File: src/rtl/ifbs_pkg.sv
package ifbs_pkg;

   localparam logic [7:0] FLAG_BYTE     = 8'h5C;
   localparam logic [7:0] ESC_BYTE      = 8'h5D;
   localparam logic [7:0] ESC_FLAG_CODE = 8'h7C;
   localparam logic [7:0] ESC_ESC_CODE  = 8'h7D;
   localparam logic [7:0] ADDR_RESET    = 8'h03;
   localparam logic [7:0] CTRL_RESET    = 8'h80;

   localparam int QUEUE_DEPTH_DEFAULT = 2;
   localparam int CSR_ADDR_W          = 3;

   localparam logic REG_ADDRESS = 1'b0;
   localparam logic REG_CONTROL = 1'b1;

   typedef struct packed {
      logic       start;
      logic       last;
      logic [7:0] data;
      logic [7:0] check;
   } desc_type;

   typedef struct packed {
      logic [7:0] address;
      logic [7:0] control;
   } header_type;

   typedef enum logic [3:0] {
      STEP_BEGIN,
      STEP_HDR_FLAG,
      STEP_HDR_ADDR,
      STEP_HDR_CTRL,
      STEP_HDR_CHK,
      STEP_DATA,
      STEP_DATA_ESC,
      STEP_CHK,
      STEP_CHK_ESC,
      STEP_CLOSE
   } step_type;

   function automatic logic needs_escape(input logic [7:0] b);
      needs_escape = (b == FLAG_BYTE) || (b == ESC_BYTE);
   endfunction

   function automatic logic [7:0] escape_code(input logic [7:0] b);
      escape_code = (b == FLAG_BYTE) ? ESC_FLAG_CODE : ESC_ESC_CODE;
   endfunction

endpackage

File: src/rtl/ifbs_front.sv
module ifbs_front
   import ifbs_pkg::*;
(
   input  logic       clock,
   input  logic       reset,
   input  logic       req_tvalid,
   output logic       req_tready,
   input  logic [7:0] req_tdata,
   input  logic       req_tlast,
   input  logic       queue_full,
   output logic       push,
   output desc_type   push_desc
);

   logic       in_frame_ff;
   logic       in_frame_in;
   logic [7:0] check_ff;
   logic [7:0] check_in;
   logic [7:0] check_new;
   logic       start;

   assign req_tready = !queue_full;
   assign push       = req_tvalid && req_tready;
   assign start      = !in_frame_ff;
   assign check_new  = (start ? 8'h00 : check_ff) ^ req_tdata;

   assign push_desc.start = start;
   assign push_desc.last  = req_tlast;
   assign push_desc.data  = req_tdata;
   assign push_desc.check = check_new;

   always_comb begin
      in_frame_in = in_frame_ff;
      check_in    = check_ff;
      if (push) begin
         in_frame_in = !req_tlast;
         check_in    = req_tlast ? 8'h00 : check_new;
      end
   end

   always_ff @(posedge clock) begin
      if (reset) begin
         in_frame_ff <= 1'b0;
         check_ff    <= 8'h00;
      end else begin
         in_frame_ff <= in_frame_in;
         check_ff    <= check_in;
      end
   end

endmodule

File: src/rtl/ifbs_queue.sv
module ifbs_queue
   import ifbs_pkg::*;
#(
   parameter int DEPTH = QUEUE_DEPTH_DEFAULT
)
(
   input  logic     clock,
   input  logic     reset,
   input  logic     push,
   input  desc_type push_desc,
   input  logic     pop,
   output logic     full,
   output logic     head_valid,
   output desc_type head_desc
);

   localparam int PTR_W = $clog2(DEPTH);
   localparam int CNT_W = $clog2(DEPTH + 1);

   desc_type           entries_ff [DEPTH];
   logic [PTR_W-1:0]   wr_ptr_ff;
   logic [PTR_W-1:0]   wr_ptr_in;
   logic [PTR_W-1:0]   rd_ptr_ff;
   logic [PTR_W-1:0]   rd_ptr_in;
   logic [CNT_W-1:0]   count_ff;
   logic [CNT_W-1:0]   count_in;

   assign full       = (count_ff == CNT_W'(DEPTH));
   assign head_valid = (count_ff != '0);
   assign head_desc  = entries_ff[rd_ptr_ff];

   always_comb begin
      wr_ptr_in = wr_ptr_ff;
      rd_ptr_in = rd_ptr_ff;
      count_in  = count_ff;
      if (push) begin
         wr_ptr_in = (wr_ptr_ff == PTR_W'(DEPTH - 1)) ? '0 : wr_ptr_ff + 1'b1;
      end
      if (pop) begin
         rd_ptr_in = (rd_ptr_ff == PTR_W'(DEPTH - 1)) ? '0 : rd_ptr_ff + 1'b1;
      end
      if (push && !pop) begin
         count_in = count_ff + 1'b1;
      end else if (pop && !push) begin
         count_in = count_ff - 1'b1;
      end
   end

   always_ff @(posedge clock) begin
      if (reset) begin
         wr_ptr_ff <= '0;
         rd_ptr_ff <= '0;
         count_ff  <= '0;
      end else begin
         wr_ptr_ff <= wr_ptr_in;
         rd_ptr_ff <= rd_ptr_in;
         count_ff  <= count_in;
      end
   end

   always_ff @(posedge clock) begin
      if (push) begin
         entries_ff[wr_ptr_ff] <= push_desc;
      end
   end

endmodule

File: src/rtl/ifbs_back.sv
module ifbs_back
   import ifbs_pkg::*;
(
   input  logic       clock,
   input  logic       reset,
   input  header_type header,
   input  logic       head_valid,
   input  desc_type   head_desc,
   output logic       pop,
   output logic       rsp_tvalid,
   input  logic       rsp_tready,
   output logic [7:0] rsp_tdata,
   output logic       rsp_tlast,
   output logic       rsp_tuser
);

   step_type   step_ff;
   step_type   step_in;
   step_type   step_cur;
   logic       emit;
   logic       done;
   logic [7:0] byte_out;
   logic       close_out;
   logic       valid_ff;
   logic       valid_in;
   logic [7:0] byte_ff;
   logic       last_ff;
   logic       end_ff;

   assign step_cur = (step_ff == STEP_BEGIN) ?
                     (head_desc.start ? STEP_HDR_FLAG : STEP_DATA) : step_ff;
   assign emit     = head_valid && (!valid_ff || rsp_tready);
   assign pop      = emit && done;

   // next step of the expansion
   always_comb begin
      done    = 1'b0;
      step_in = step_ff;
      case (step_cur)
         STEP_HDR_FLAG: step_in = STEP_HDR_ADDR;
         STEP_HDR_ADDR: step_in = STEP_HDR_CTRL;
         STEP_HDR_CTRL: step_in = STEP_HDR_CHK;
         STEP_HDR_CHK:  step_in = STEP_DATA;
         STEP_DATA: begin
            if (needs_escape(head_desc.data)) begin
               step_in = STEP_DATA_ESC;
            end else if (head_desc.last) begin
               step_in = STEP_CHK;
            end else begin
               done = 1'b1;
            end
         end
         STEP_DATA_ESC: begin
            if (head_desc.last) begin
               step_in = STEP_CHK;
            end else begin
               done = 1'b1;
            end
         end
         STEP_CHK: step_in = needs_escape(head_desc.check) ? STEP_CHK_ESC : STEP_CLOSE;
         STEP_CHK_ESC: step_in = STEP_CLOSE;
         STEP_CLOSE: done = 1'b1;
         default: step_in = STEP_BEGIN;
      endcase
      if (done) begin
         step_in = STEP_BEGIN;
      end
   end

   // byte for the current step
   always_comb begin
      byte_out  = FLAG_BYTE;
      close_out = 1'b0;
      case (step_cur)
         STEP_HDR_FLAG: byte_out = FLAG_BYTE;
         STEP_HDR_ADDR: byte_out = header.address;
         STEP_HDR_CTRL: byte_out = header.control;
         STEP_HDR_CHK:  byte_out = header.address ^ header.control;
         STEP_DATA:
            byte_out = needs_escape(head_desc.data) ? ESC_BYTE : head_desc.data;
         STEP_DATA_ESC: byte_out = escape_code(head_desc.data);
         STEP_CHK:
            byte_out = needs_escape(head_desc.check) ? ESC_BYTE : head_desc.check;
         STEP_CHK_ESC: byte_out = escape_code(head_desc.check);
         STEP_CLOSE: begin
            byte_out  = FLAG_BYTE;
            close_out = 1'b1;
         end
         default: byte_out = FLAG_BYTE;
      endcase
   end

   always_comb begin
      valid_in = valid_ff;
      if (emit) begin
         valid_in = 1'b1;
      end else if (rsp_tready) begin
         valid_in = 1'b0;
      end
   end

   always_ff @(posedge clock) begin
      if (reset) begin
         step_ff  <= STEP_BEGIN;
         valid_ff <= 1'b0;
      end else begin
         if (emit) begin
            step_ff <= step_in;
         end
         valid_ff <= valid_in;
      end
   end

   always_ff @(posedge clock) begin
      if (emit) begin
         byte_ff <= byte_out;
         last_ff <= done;
         end_ff  <= close_out;
      end
   end

   assign rsp_tvalid = valid_ff;
   assign rsp_tdata  = byte_ff;
   assign rsp_tlast  = last_ff;
   assign rsp_tuser  = end_ff;

endmodule

File: src/rtl/info_frame_byte_stuffer.sv
// channel   direction  handshake                 payload
// req_      in         req_tvalid / req_tready   tdata = data_byte, tlast = last_byte
// rsp_      out        rsp_tvalid / rsp_tready   tdata = out_byte, tlast = run_last,
//                                                tuser = frame_end
// csr_      in         APB psel/penable/pready   reg 0 address_byte @0x0, 1 control_byte @0x4
//
// One line byte leaves per cycle from the back sequencer while rsp_tready allows; an item
// costs 1 to 9 line bytes (header 4, payload 1-2, check 1-2, closing flag 1).
// The front accepts one item per cycle while the item queue (QUEUE_DEPTH) has room.
// Reset clears frame state, queue, sequencer and output; registers return to 0x03/0x80.
// rsp_tready low holds the output beat; the queue absorbs the front until full.
module info_frame_byte_stuffer
   import ifbs_pkg::*;
#(
   parameter int QUEUE_DEPTH = QUEUE_DEPTH_DEFAULT
)
(
   input  logic                  clock,
   input  logic                  reset,
   input  logic                  req_tvalid,
   output logic                  req_tready,
   input  logic [7:0]            req_tdata,   // [7:0] data_byte
   input  logic                  req_tlast,
   output logic                  rsp_tvalid,
   input  logic                  rsp_tready,
   output logic [7:0]            rsp_tdata,   // [7:0] out_byte
   output logic                  rsp_tlast,
   output logic                  rsp_tuser,   // [0] frame_end
   input  logic                  csr_psel,
   input  logic                  csr_penable,
   input  logic                  csr_pwrite,
   input  logic [CSR_ADDR_W-1:0] csr_paddr,
   input  logic [31:0]           csr_pwdata,
   output logic [31:0]           csr_prdata,
   output logic                  csr_pready
);

   header_type header_ff;
   header_type header_in;
   logic       csr_write;
   logic       reg_index;
   logic       queue_full;
   logic       push;
   desc_type   push_desc;
   logic       pop;
   logic       head_valid;
   desc_type   head_desc;

   assign csr_pready = 1'b1;
   assign csr_write  = csr_psel && csr_penable && csr_pwrite && csr_pready;
   assign reg_index  = csr_paddr[2];

   always_comb begin
      header_in = header_ff;
      if (csr_write) begin
         case (reg_index)
            REG_ADDRESS: header_in.address = csr_pwdata[7:0];
            REG_CONTROL: header_in.control = csr_pwdata[7:0];
            default:     header_in = header_ff;
         endcase
      end
   end

   always_comb begin
      case (reg_index)
         REG_ADDRESS: csr_prdata = {24'h0, header_ff.address};
         REG_CONTROL: csr_prdata = {24'h0, header_ff.control};
         default:     csr_prdata = 32'h0;
      endcase
   end

   always_ff @(posedge clock) begin
      if (reset) begin
         header_ff.address <= ADDR_RESET;
         header_ff.control <= CTRL_RESET;
      end else begin
         header_ff <= header_in;
      end
   end

   ifbs_front u_front (
      .clock      (clock),
      .reset      (reset),
      .req_tvalid (req_tvalid),
      .req_tready (req_tready),
      .req_tdata  (req_tdata),
      .req_tlast  (req_tlast),
      .queue_full (queue_full),
      .push       (push),
      .push_desc  (push_desc)
   );

   ifbs_queue #(
      .DEPTH (QUEUE_DEPTH)
   ) u_queue (
      .clock      (clock),
      .reset      (reset),
      .push       (push),
      .push_desc  (push_desc),
      .pop        (pop),
      .full       (queue_full),
      .head_valid (head_valid),
      .head_desc  (head_desc)
   );

   ifbs_back u_back (
      .clock      (clock),
      .reset      (reset),
      .header     (header_ff),
      .head_valid (head_valid),
      .head_desc  (head_desc),
      .pop        (pop),
      .rsp_tvalid (rsp_tvalid),
      .rsp_tready (rsp_tready),
      .rsp_tdata  (rsp_tdata),
      .rsp_tlast  (rsp_tlast),
      .rsp_tuser  (rsp_tuser)
   );

endmodule

File: config.mk
export PLATFORM = sky130hd
export DESIGN_NAME = info_frame_byte_stuffer
export DESIGN_NICKNAME = d
export VERILOG_FILES = /design/src/rtl/ifbs_pkg.sv /design/src/rtl/ifbs_front.sv /design/src/rtl/ifbs_queue.sv /design/src/rtl/ifbs_back.sv /design/src/rtl/info_frame_byte_stuffer.sv
export SDC_FILE = /design/constraint.sdc
export NUM_CORES = 1
export LEC_CHECK = 0
export ABC_AREA = 1
export BUFFER_PORTS_ARGS = -buffer_cell sky130_fd_sc_hd__buf_2
export CAP_MARGIN = 15
export CORE_MARGIN = 1.5
export CORE_UTILIZATION = 51
export CTS_BUF_LIST = sky130_fd_sc_hd__clkbuf_8
export CTS_CLUSTER_DIAMETER = 100
export DETAILED_ROUTE_END_ITERATION = 10
export GPL_TIMING_DRIVEN = 0
export MAX_ROUTING_LAYER = met4
export PLACE_DENSITY_LB_ADDON = 0.1
export SLEW_MARGIN = 25
export SYNTH_ARGS = -nofsm -noshare
export SYNTH_HDL_FRONTEND = slang
export SYNTH_HIERARCHICAL = 1
export SYNTH_SLANG_ARGS = --single-unit
File: constraint.sdc
create_clock -name clock -period 2 [get_ports clock]
set_input_delay 0.1 -clock clock [delete_from_list [all_inputs] [get_ports clock]]
set_output_delay 0.1 -clock clock [all_outputs]
set_load 0.01 [all_outputs]
==> results.sh, run 1 <==
export IMPL_period_share_pct=105
export IMPL_synth_area_per_cell_um2=8.92
export IMPL_antenna_cells=0
export IMPL_hold_violations=0
export IMPL_grt_pass1_wl_mm=15.6
export IMPL_grt_ovfl_total=0
export IMPL_synthCells=501
export IMPL_finalCriticalPeriod_ns=2.10
export IMPL_cts_sink_count=81
export IMPL_finalNetCount=656
export IMPL_die_y_um=96.6
export IMPL_finClkSkew_ns=0.00860
export IMPL_netlist_area_um2=4470
export IMPL_fmax_ghz=0.476
export IMPL_gp_congestion=0.912
export IMPL_clk_pin_slew_worst_paths_ns=0.08
export IMPL_worst_setup_path_start_kind="flip-flop"
export IMPL_via_per_inst=4.96
export IMPL_tightestPinTransition_ns=0.513
export IMPL_core_area_um2=8340
export IMPL_finalWorstSetupSlack_ns=-0.0990
export IMPL_io_pins=96
export IMPL_postRouteAntennaNets=0
export IMPL_synth_flop_cell="edfxtp_1"
export IMPL_clk_latency_ns=0.36
export IMPL_drt_drc_violations_left=0
export IMPL_cts_tree="yes"
export IMPL_dp_cells=673
export IMPL_grt_start_max_net_pins=20
export IMPL_end_kind="flip-flop"
export IMPL_path_cells="buf_6 -> mux2_4 -> inv_4 -> nand3_4 -> nand2_4 -> nand3_4 -> nor2_4 -> nor2_4 -> nor2_4 -> inv_2 -> ha_4 -> inv_2 -> nand4_1 -> nand2_1 -> nor2_1"
export IMPL_crit_top_cell="nor2_4"
export IMPL_ff2ff_path_depth=15
export IMPL_dieArea_um2=9340
export IMPL_ctsHtreeMaxLevel=3
export IMPL_fin_tns_setup_ns=-0.288
export IMPL_dieWidth_um=96.6
export IMPL_async_flop_share_pct=0
export IMPL_drt_first_pass_iters=4
export IMPL_critPathKind="reg -> reg"
export IMPL_relSlewSlack_pct=65.8
export IMPL_grt_usage_pct=21.0
export IMPL_drive_gt1_share_pct=37.9
export IMPL_clock_path_buffers=2
export IMPL_vias=3544
export IMPL_slowest_stage="dfxtp_4"
export IMPL_detailed_place_hpwl_mm=6.55
export IMPL_grt_pass1_vias=3273
export IMPL_cts_buffers=9
export IMPL_outcome="complete, but fails checks"
export IMPL_hold_path_class="in -> reg"
export IMPL_setup_viol=6
export IMPL_cp_endpoint="u_queue/count_ff[1]$_SDFFE_PP0P_"
export IMPL_cp_data_required_time_ns=2.26
export IMPL_rsz0062_at_grt="yes"
export IMPL_violations="negative setup slack"
export IMPL_holdWs_ns=0.0483
export IMPL_portBuffers=43
export IMPL_utilization_pct=66.2
export IMPL_routedWlPerCell_um=13.0
export IMPL_drtIter0Drc=148
export IMPL_slew_violations=0
export IMPL_r2r_end="u_queue/count_ff[1]$_SDFFE_PP0P_"
export IMPL_ys_warn_count=6
export IMPL_maxCapViolCount=0
export IMPL_antenna_found_initial=0
export IMPL_ys_seq_area_share_pct=46.6
export IMPL_synth_edf_count=46
export IMPL_initial_utilization_pct=53.6
export IMPL_cp_slowest_stage_delay_ns=0.42
export IMPL_final_cells=714
export IMPL_regToRegSetupSlack_ns=-0.1
export IMPL_root_buffer="clkbuf_8"
export IMPL_syn_to_final_growth_pct=23.4
export IMPL_wl_mm=9.29
export IMPL_peakVddDrop_v=0.000407
export IMPL_synth_cell_types=41
export IMPL_p_leak_uw=0.00249
export IMPL_rows=33
export IMPL_worstPathMaxFanout=5
export IMPL_ys_ff_latch=81
export IMPL_crit_arrival_ns=2.36
export IMPL_power_density_nw_per_um2=953
## where the power goes
part	internal, uW	switching (uW)	total (uW)
registers	2070	92.3	2160
clock network	584	623	1210
logic	811	1080	1890
total	3460	1800	5260
## worst max-delay path, delay by kind of cell (launching register included)
| kind | cells | cell delay [ns] |
|---|---|---|
| and+or+nand+nor | 9 | 0.74 |
| DFF | 1 | 0.42 |
| buffers and inverters | 4 | 0.31 |
| muxes | 1 | 0.30 |
| adders and majority gates | 1 | 0.24 |
## worst min-delay path by stage
stage	cells after the start	slack [ns]	from	to
finish	2	0.05	req_tdata[3]	u_queue/entries_ff[1][11]$_DFFE_PP_
global placement	3	0.33	csr_pwdata[0]	header_ff[8]$_SDFFE_PP1P_
CTS	2	0.04	req_tdata[3]	u_queue/entries_ff[1][11]$_DFFE_PP_
detailed placement	3	0.34	csr_pwdata[0]	header_ff[8]$_SDFFE_PP1P_
floorplan	1	0.16	reset	flip-flop
global route	2	0.05	req_tdata[2]	u_queue/entries_ff[0][10]$_DFFE_PP_
## logic make-up (layout without fill, tap and decap cells)
| logic type | Yosys count | in the layout | share of synthesized area (%) |
|---|---|---|---|
| AOI/OAI and AO/OA | 41 | 41 | 6.02 |
| xor gates and xnor gates | 2 | 2 | 0.392 |
| adders and majority gates | 1 | 1 | 0.280 |
| buffers and inverters | 101 | 186 | 13.6 |
| DFF | 81 | 81 | 46.6 |
| muxes | 18 | 18 | 5.37 |
| other | 2 | 25 | 0.168 |
| and+or+nand+nor | 255 | 255 | 27.6 |
## sequential cells by signal, indices dropped and copies added (netlist names), named ones only
signal,count
header_ff,16
u_queue/entries_ff,36
u_back/rsp_tdata,8
u_queue/wr_ptr_ff,1
u_back/rsp_tuser,1
u_front/check_ff,8
u_queue/count_ff,2
u_queue/rd_ptr_ff,1
u_front/in_frame_ff,1
u_back/step_ff,4
u_back/rsp_tvalid,1
u_back/rsp_tlast,1
## cell type report
| class | instances | area, um2 |
|---|---|---|
| well taps | 105 | 131 |
| clock buffers | 9 | 124 |
| fillers | 689 | 2820 |
| clock inverters | 7 | 77.6 |
| flip-flops and latches | 81 | 2090 |
| plain buffers | 47 | 389 |
| inverters | 53 | 216 |
| multi-input cells | 342 | 2020 |
| repair buffers | 70 | 472 |
## placed cells by master (no fill, tap or decap), types with 16 or more instances in the layout
| cell type | Yosys | layout |
|---|---|---|
| nor2_1 | 51 | 45 |
| nand3_2 | 9 | 16 |
| nand2_2 | 14 | 18 |
| dfxtp_1 | 35 | 34 |
| nand3_1 | 47 | 39 |
| nand2_1 | 111 | 106 |
| edfxtp_1 | 46 | 46 |
| inv_1 | 46 | 40 |
| buf_2 | 2 | 45 |
| buf_4 | 37 | 55 |
| conb_1 | 2 | 25 |
## repair_timing
| action | 4_1_cts | 5_1_grt |
|---|---|---|
| endpoints found under the hold margin | 4 | 0 |
| pin swaps | 10 | 16 |
| endpoints found under the setup margin | 4 | 40 |
| hold buffers | 4 | 0 |
| buffers inserted | 14 | 7 |
| gates resized for setup | 19 | 22 |
| cloned | 1 | 0 |
## synth_stat cells, types with 6 or more instances
library cell	instances	area, um2
nand3_1	47	235
a21oi_2	8	70.1
nand4_1	8	50.1
mux2_4	10	150
nand3_2	9	90.1
mux2_2	8	90.1
buf_4	37	278
nand2_1	111	417
a21oi_1	12	60.1
buf_6	6	67.6
o21ai_0	11	55.1
dfxtp_1	35	701
inv_1	46	173
nor2_1	51	191
nand2_2	14	87.6
edfxtp_1	46	1380
## metal layers
layer  up-vias  share of wire (%)  wire, um  track usage (%)
li1       1797                  -         -                -
met1      1621                 43      3960             25.2
met2        99                 50      4670             34.9
met3        27                4.3       395             3.18
met4         0                2.9       267             9.70
met5         -                  0         0                -
## stage by stage
step	area [um2]	power (uW)	setup slack, ns
6_report	5520	5260	-0.0990
5_1_grt	5520	5550	-0.215
4_1_cts	5370	5110	-0.0750
3_5_place_dp	4940	3750	-0.348
3_3_place_gp	4930	3700	-0.497
2_1_floorplan	4580	3340	-0.0625
No activity file was read; power rests on OpenSTA's default activity.
==> inputs of run 2 (changes only) <==
--- a/config.mk
+++ b/config.mk
@@ -6,16 +6,17 @@
 export NUM_CORES = 1
 export LEC_CHECK = 0
 export ABC_AREA = 1
-export BUFFER_PORTS_ARGS = -buffer_cell sky130_fd_sc_hd__buf_2
 export CAP_MARGIN = 15
 export CORE_MARGIN = 1.5
-export CORE_UTILIZATION = 51
+export CORE_UTILIZATION = 55
 export CTS_BUF_LIST = sky130_fd_sc_hd__clkbuf_8
 export CTS_CLUSTER_DIAMETER = 100
 export DETAILED_ROUTE_END_ITERATION = 10
+export DONT_BUFFER_PORTS = 1
 export GPL_TIMING_DRIVEN = 0
 export MAX_ROUTING_LAYER = met4
 export PLACE_DENSITY_LB_ADDON = 0.1
+export REMOVE_ABC_BUFFERS = 1
 export SLEW_MARGIN = 25
 export SYNTH_ARGS = -nofsm -noshare
 export SYNTH_HDL_FRONTEND = slang
==> results.sh, run 2 (synthesized netlist as in run 1, its figures left out) <==
export IMPL_cts_buffers=9
export IMPL_vias=3313
export IMPL_portBuffers=0
export IMPL_rsz0062_at_grt="yes"
export IMPL_antenna_cells=0
export IMPL_final_cell_mix="nand2_1, nor2_1, edfxtp_1"
export IMPL_violations="negative setup slack"
export IMPL_drt_drc_violations_left=0
export IMPL_finalCriticalPeriod_ns=2.08
export IMPL_antenna_found_initial=0
export IMPL_gp_congestion=0.865
export IMPL_finalNetCount=584
export IMPL_cp_data_required_time_ns=2.30
export IMPL_finClkSkew_ns=0.00726
export IMPL_outcome="complete, but fails checks"
export IMPL_root_buffer="clkbuf_8"
export IMPL_final_common_cell="nand2_1"
export IMPL_dieArea_um2=8680
export IMPL_power_density_nw_per_um2=959
export IMPL_slowest_stage="dfxtp_4"
export IMPL_worstPathMaxFanout=5
export IMPL_drt_first_pass_iters=5
export IMPL_grt_start_max_net_pins=20
export IMPL_finalWorstSetupSlack_ns=-0.0811
export IMPL_period_share_pct=104
export IMPL_grt_pass1_vias=3129
export IMPL_cp_endpoint="u_queue/count_ff[1]$_SDFFE_PP0P_"
export IMPL_utilization_pct=64.4
export IMPL_peakVddDrop_v=0.000448
export IMPL_maxCapViolCount=0
export IMPL_drtIter0Drc=204
export IMPL_core_area_um2=7810
export IMPL_crit_arrival_ns=2.38
export IMPL_end_kind="flip-flop"
export IMPL_rows=32
export IMPL_grt_pass1_wl_mm=15.1
export IMPL_slew_violations=0
export IMPL_dp_cells=579
export IMPL_cts_tree="yes"
export IMPL_grt_ovfl_total=0
export IMPL_relSlewSlack_pct=42.1
export IMPL_r2r_end="u_queue/count_ff[1]$_SDFFE_PP0P_"
export IMPL_cts_sink_count=81
export IMPL_grt_usage_pct=23.3
export IMPL_ctsHtreeMaxLevel=3
export IMPL_hold_path_class="in -> reg"
export IMPL_largest_reg_flops=36
export IMPL_hold_violations=0
export IMPL_routedWlPerCell_um=14.5
export IMPL_clk_pin_slew_worst_paths_ns=0.09
export IMPL_fmax_ghz=0.481
export IMPL_clock_path_buffers=2
export IMPL_path_cells="buf_12 -> mux2_4 -> nand2_4 -> nor2_4 -> nand3_4 -> nand2_4 -> nor2_4 -> nor2_4 -> nor2_4 -> inv_2 -> ha_4 -> inv_4 -> nand3_2 -> nand2_2 -> inv_2 -> nor2_1"
export IMPL_wl_mm=9.27
export IMPL_final_cells=639
export IMPL_worst_setup_path_start_kind="flip-flop"
export IMPL_critPathKind="reg -> reg"
export IMPL_ff2ff_path_depth=16
export IMPL_postRouteAntennaNets=0
export IMPL_detailed_place_hpwl_mm=5.94
export IMPL_io_pins=96
export IMPL_initial_utilization_pct=57.3
export IMPL_holdWs_ns=0.0141
export IMPL_cp_top_family="simple AND/OR/NAND/NOR gates"
export IMPL_reg_top3="u_queue/entries_ff: 36 flops, header_ff: 16 flops"
export IMPL_via_per_inst=5.18
export IMPL_dieWidth_um=93.2
export IMPL_die_y_um=93.2
export IMPL_cp_slowest_stage_delay_ns=0.41
export IMPL_total_power_uw=4820
export IMPL_cp_num_buf_inv=4
export IMPL_syn_to_final_growth_pct=12.4
export IMPL_regToRegSetupSlack_ns=-0.08
export IMPL_largest_register="u_queue/entries_ff"
export IMPL_tightestPinTransition_ns=0.866
export IMPL_crit_top_cell="nor2_4"
export IMPL_drive_gt1_share_pct=24.8
export IMPL_setup_viol=2
export IMPL_p_leak_uw=0.00212
export IMPL_crit_cells=16
export IMPL_clk_latency_ns=0.35
-- run 2: layout make-up --
type	instances	area, um2
Tap cell	102	128
Fill cell	654	2780
Clock inverter	7	47.5
Sequential cell	81	2090
Clock buffer	9	124
Timing Repair Buffer	45	438
Multi-Input combinational cell	342	1990
Inverter	53	214
-- run 2: worst min path at each step --
stage,depth (start not counted),slack [ns],to,start
floorplan,1,0.16,u_front/check_ff[0]$_SDFFE_PP0P_,reset
global placement,1,0.17,u_front/check_ff[0]$_SDFFE_PP0P_,reset
detailed placement,1,0.17,u_front/check_ff[5]$_SDFFE_PP0P_,reset
CTS,4,0.003,header_ff[14]$_SDFFE_PP0P_,csr_pwdata[6]
global route,3,0.004,header_ff[7]$_SDFFE_PP1P_,csr_penable
finish,4,0.01,header_ff[14]$_SDFFE_PP0P_,csr_pwdata[6]
-- run 2: tightest hold or removal path, stage by stage --
cell and delay (ns):
inv_1 0.04, nand3_1 0.07, nand2_1 0.04, nor2_1 0.07
-- run 2: repair_timing --
item	4_1_cts	5_1_grt
gates resized for setup	19	23
setup endpoints to repair	43	19
pin swaps	5	12
cloned	0	0
endpoints found under the hold margin	69	0
hold buffers	24	0
buffers inserted	11	9
-- run 2: power by group --
group	switching (uW)	total, uW	internal, uW
Combinational	894	1490	592
Clock	603	1050	450
Sequential	204	2280	2070
-- run 2: metrics by stage --
step	instance area, um2	setup WS, ns	TNS, ns
finish	5020	-0.0811	-0.0977
global route	5020	-0.196	-0.367
CTS	4890	-0.0743	-0.0743
detailed placement	4300	-0.940	-7.46
global placement	4280	-0.902	-17.40
floorplan	4160	-0.532	-1.80
-- run 2: layer usage --
layer	vias up	global-route usage, %	wire length, um
met5	-	-	0
met4	0	8.46	176
met3	17	4.39	364
met2	105	38.6	4660
met1	1541	28.6	4070
li1	1650	-	-
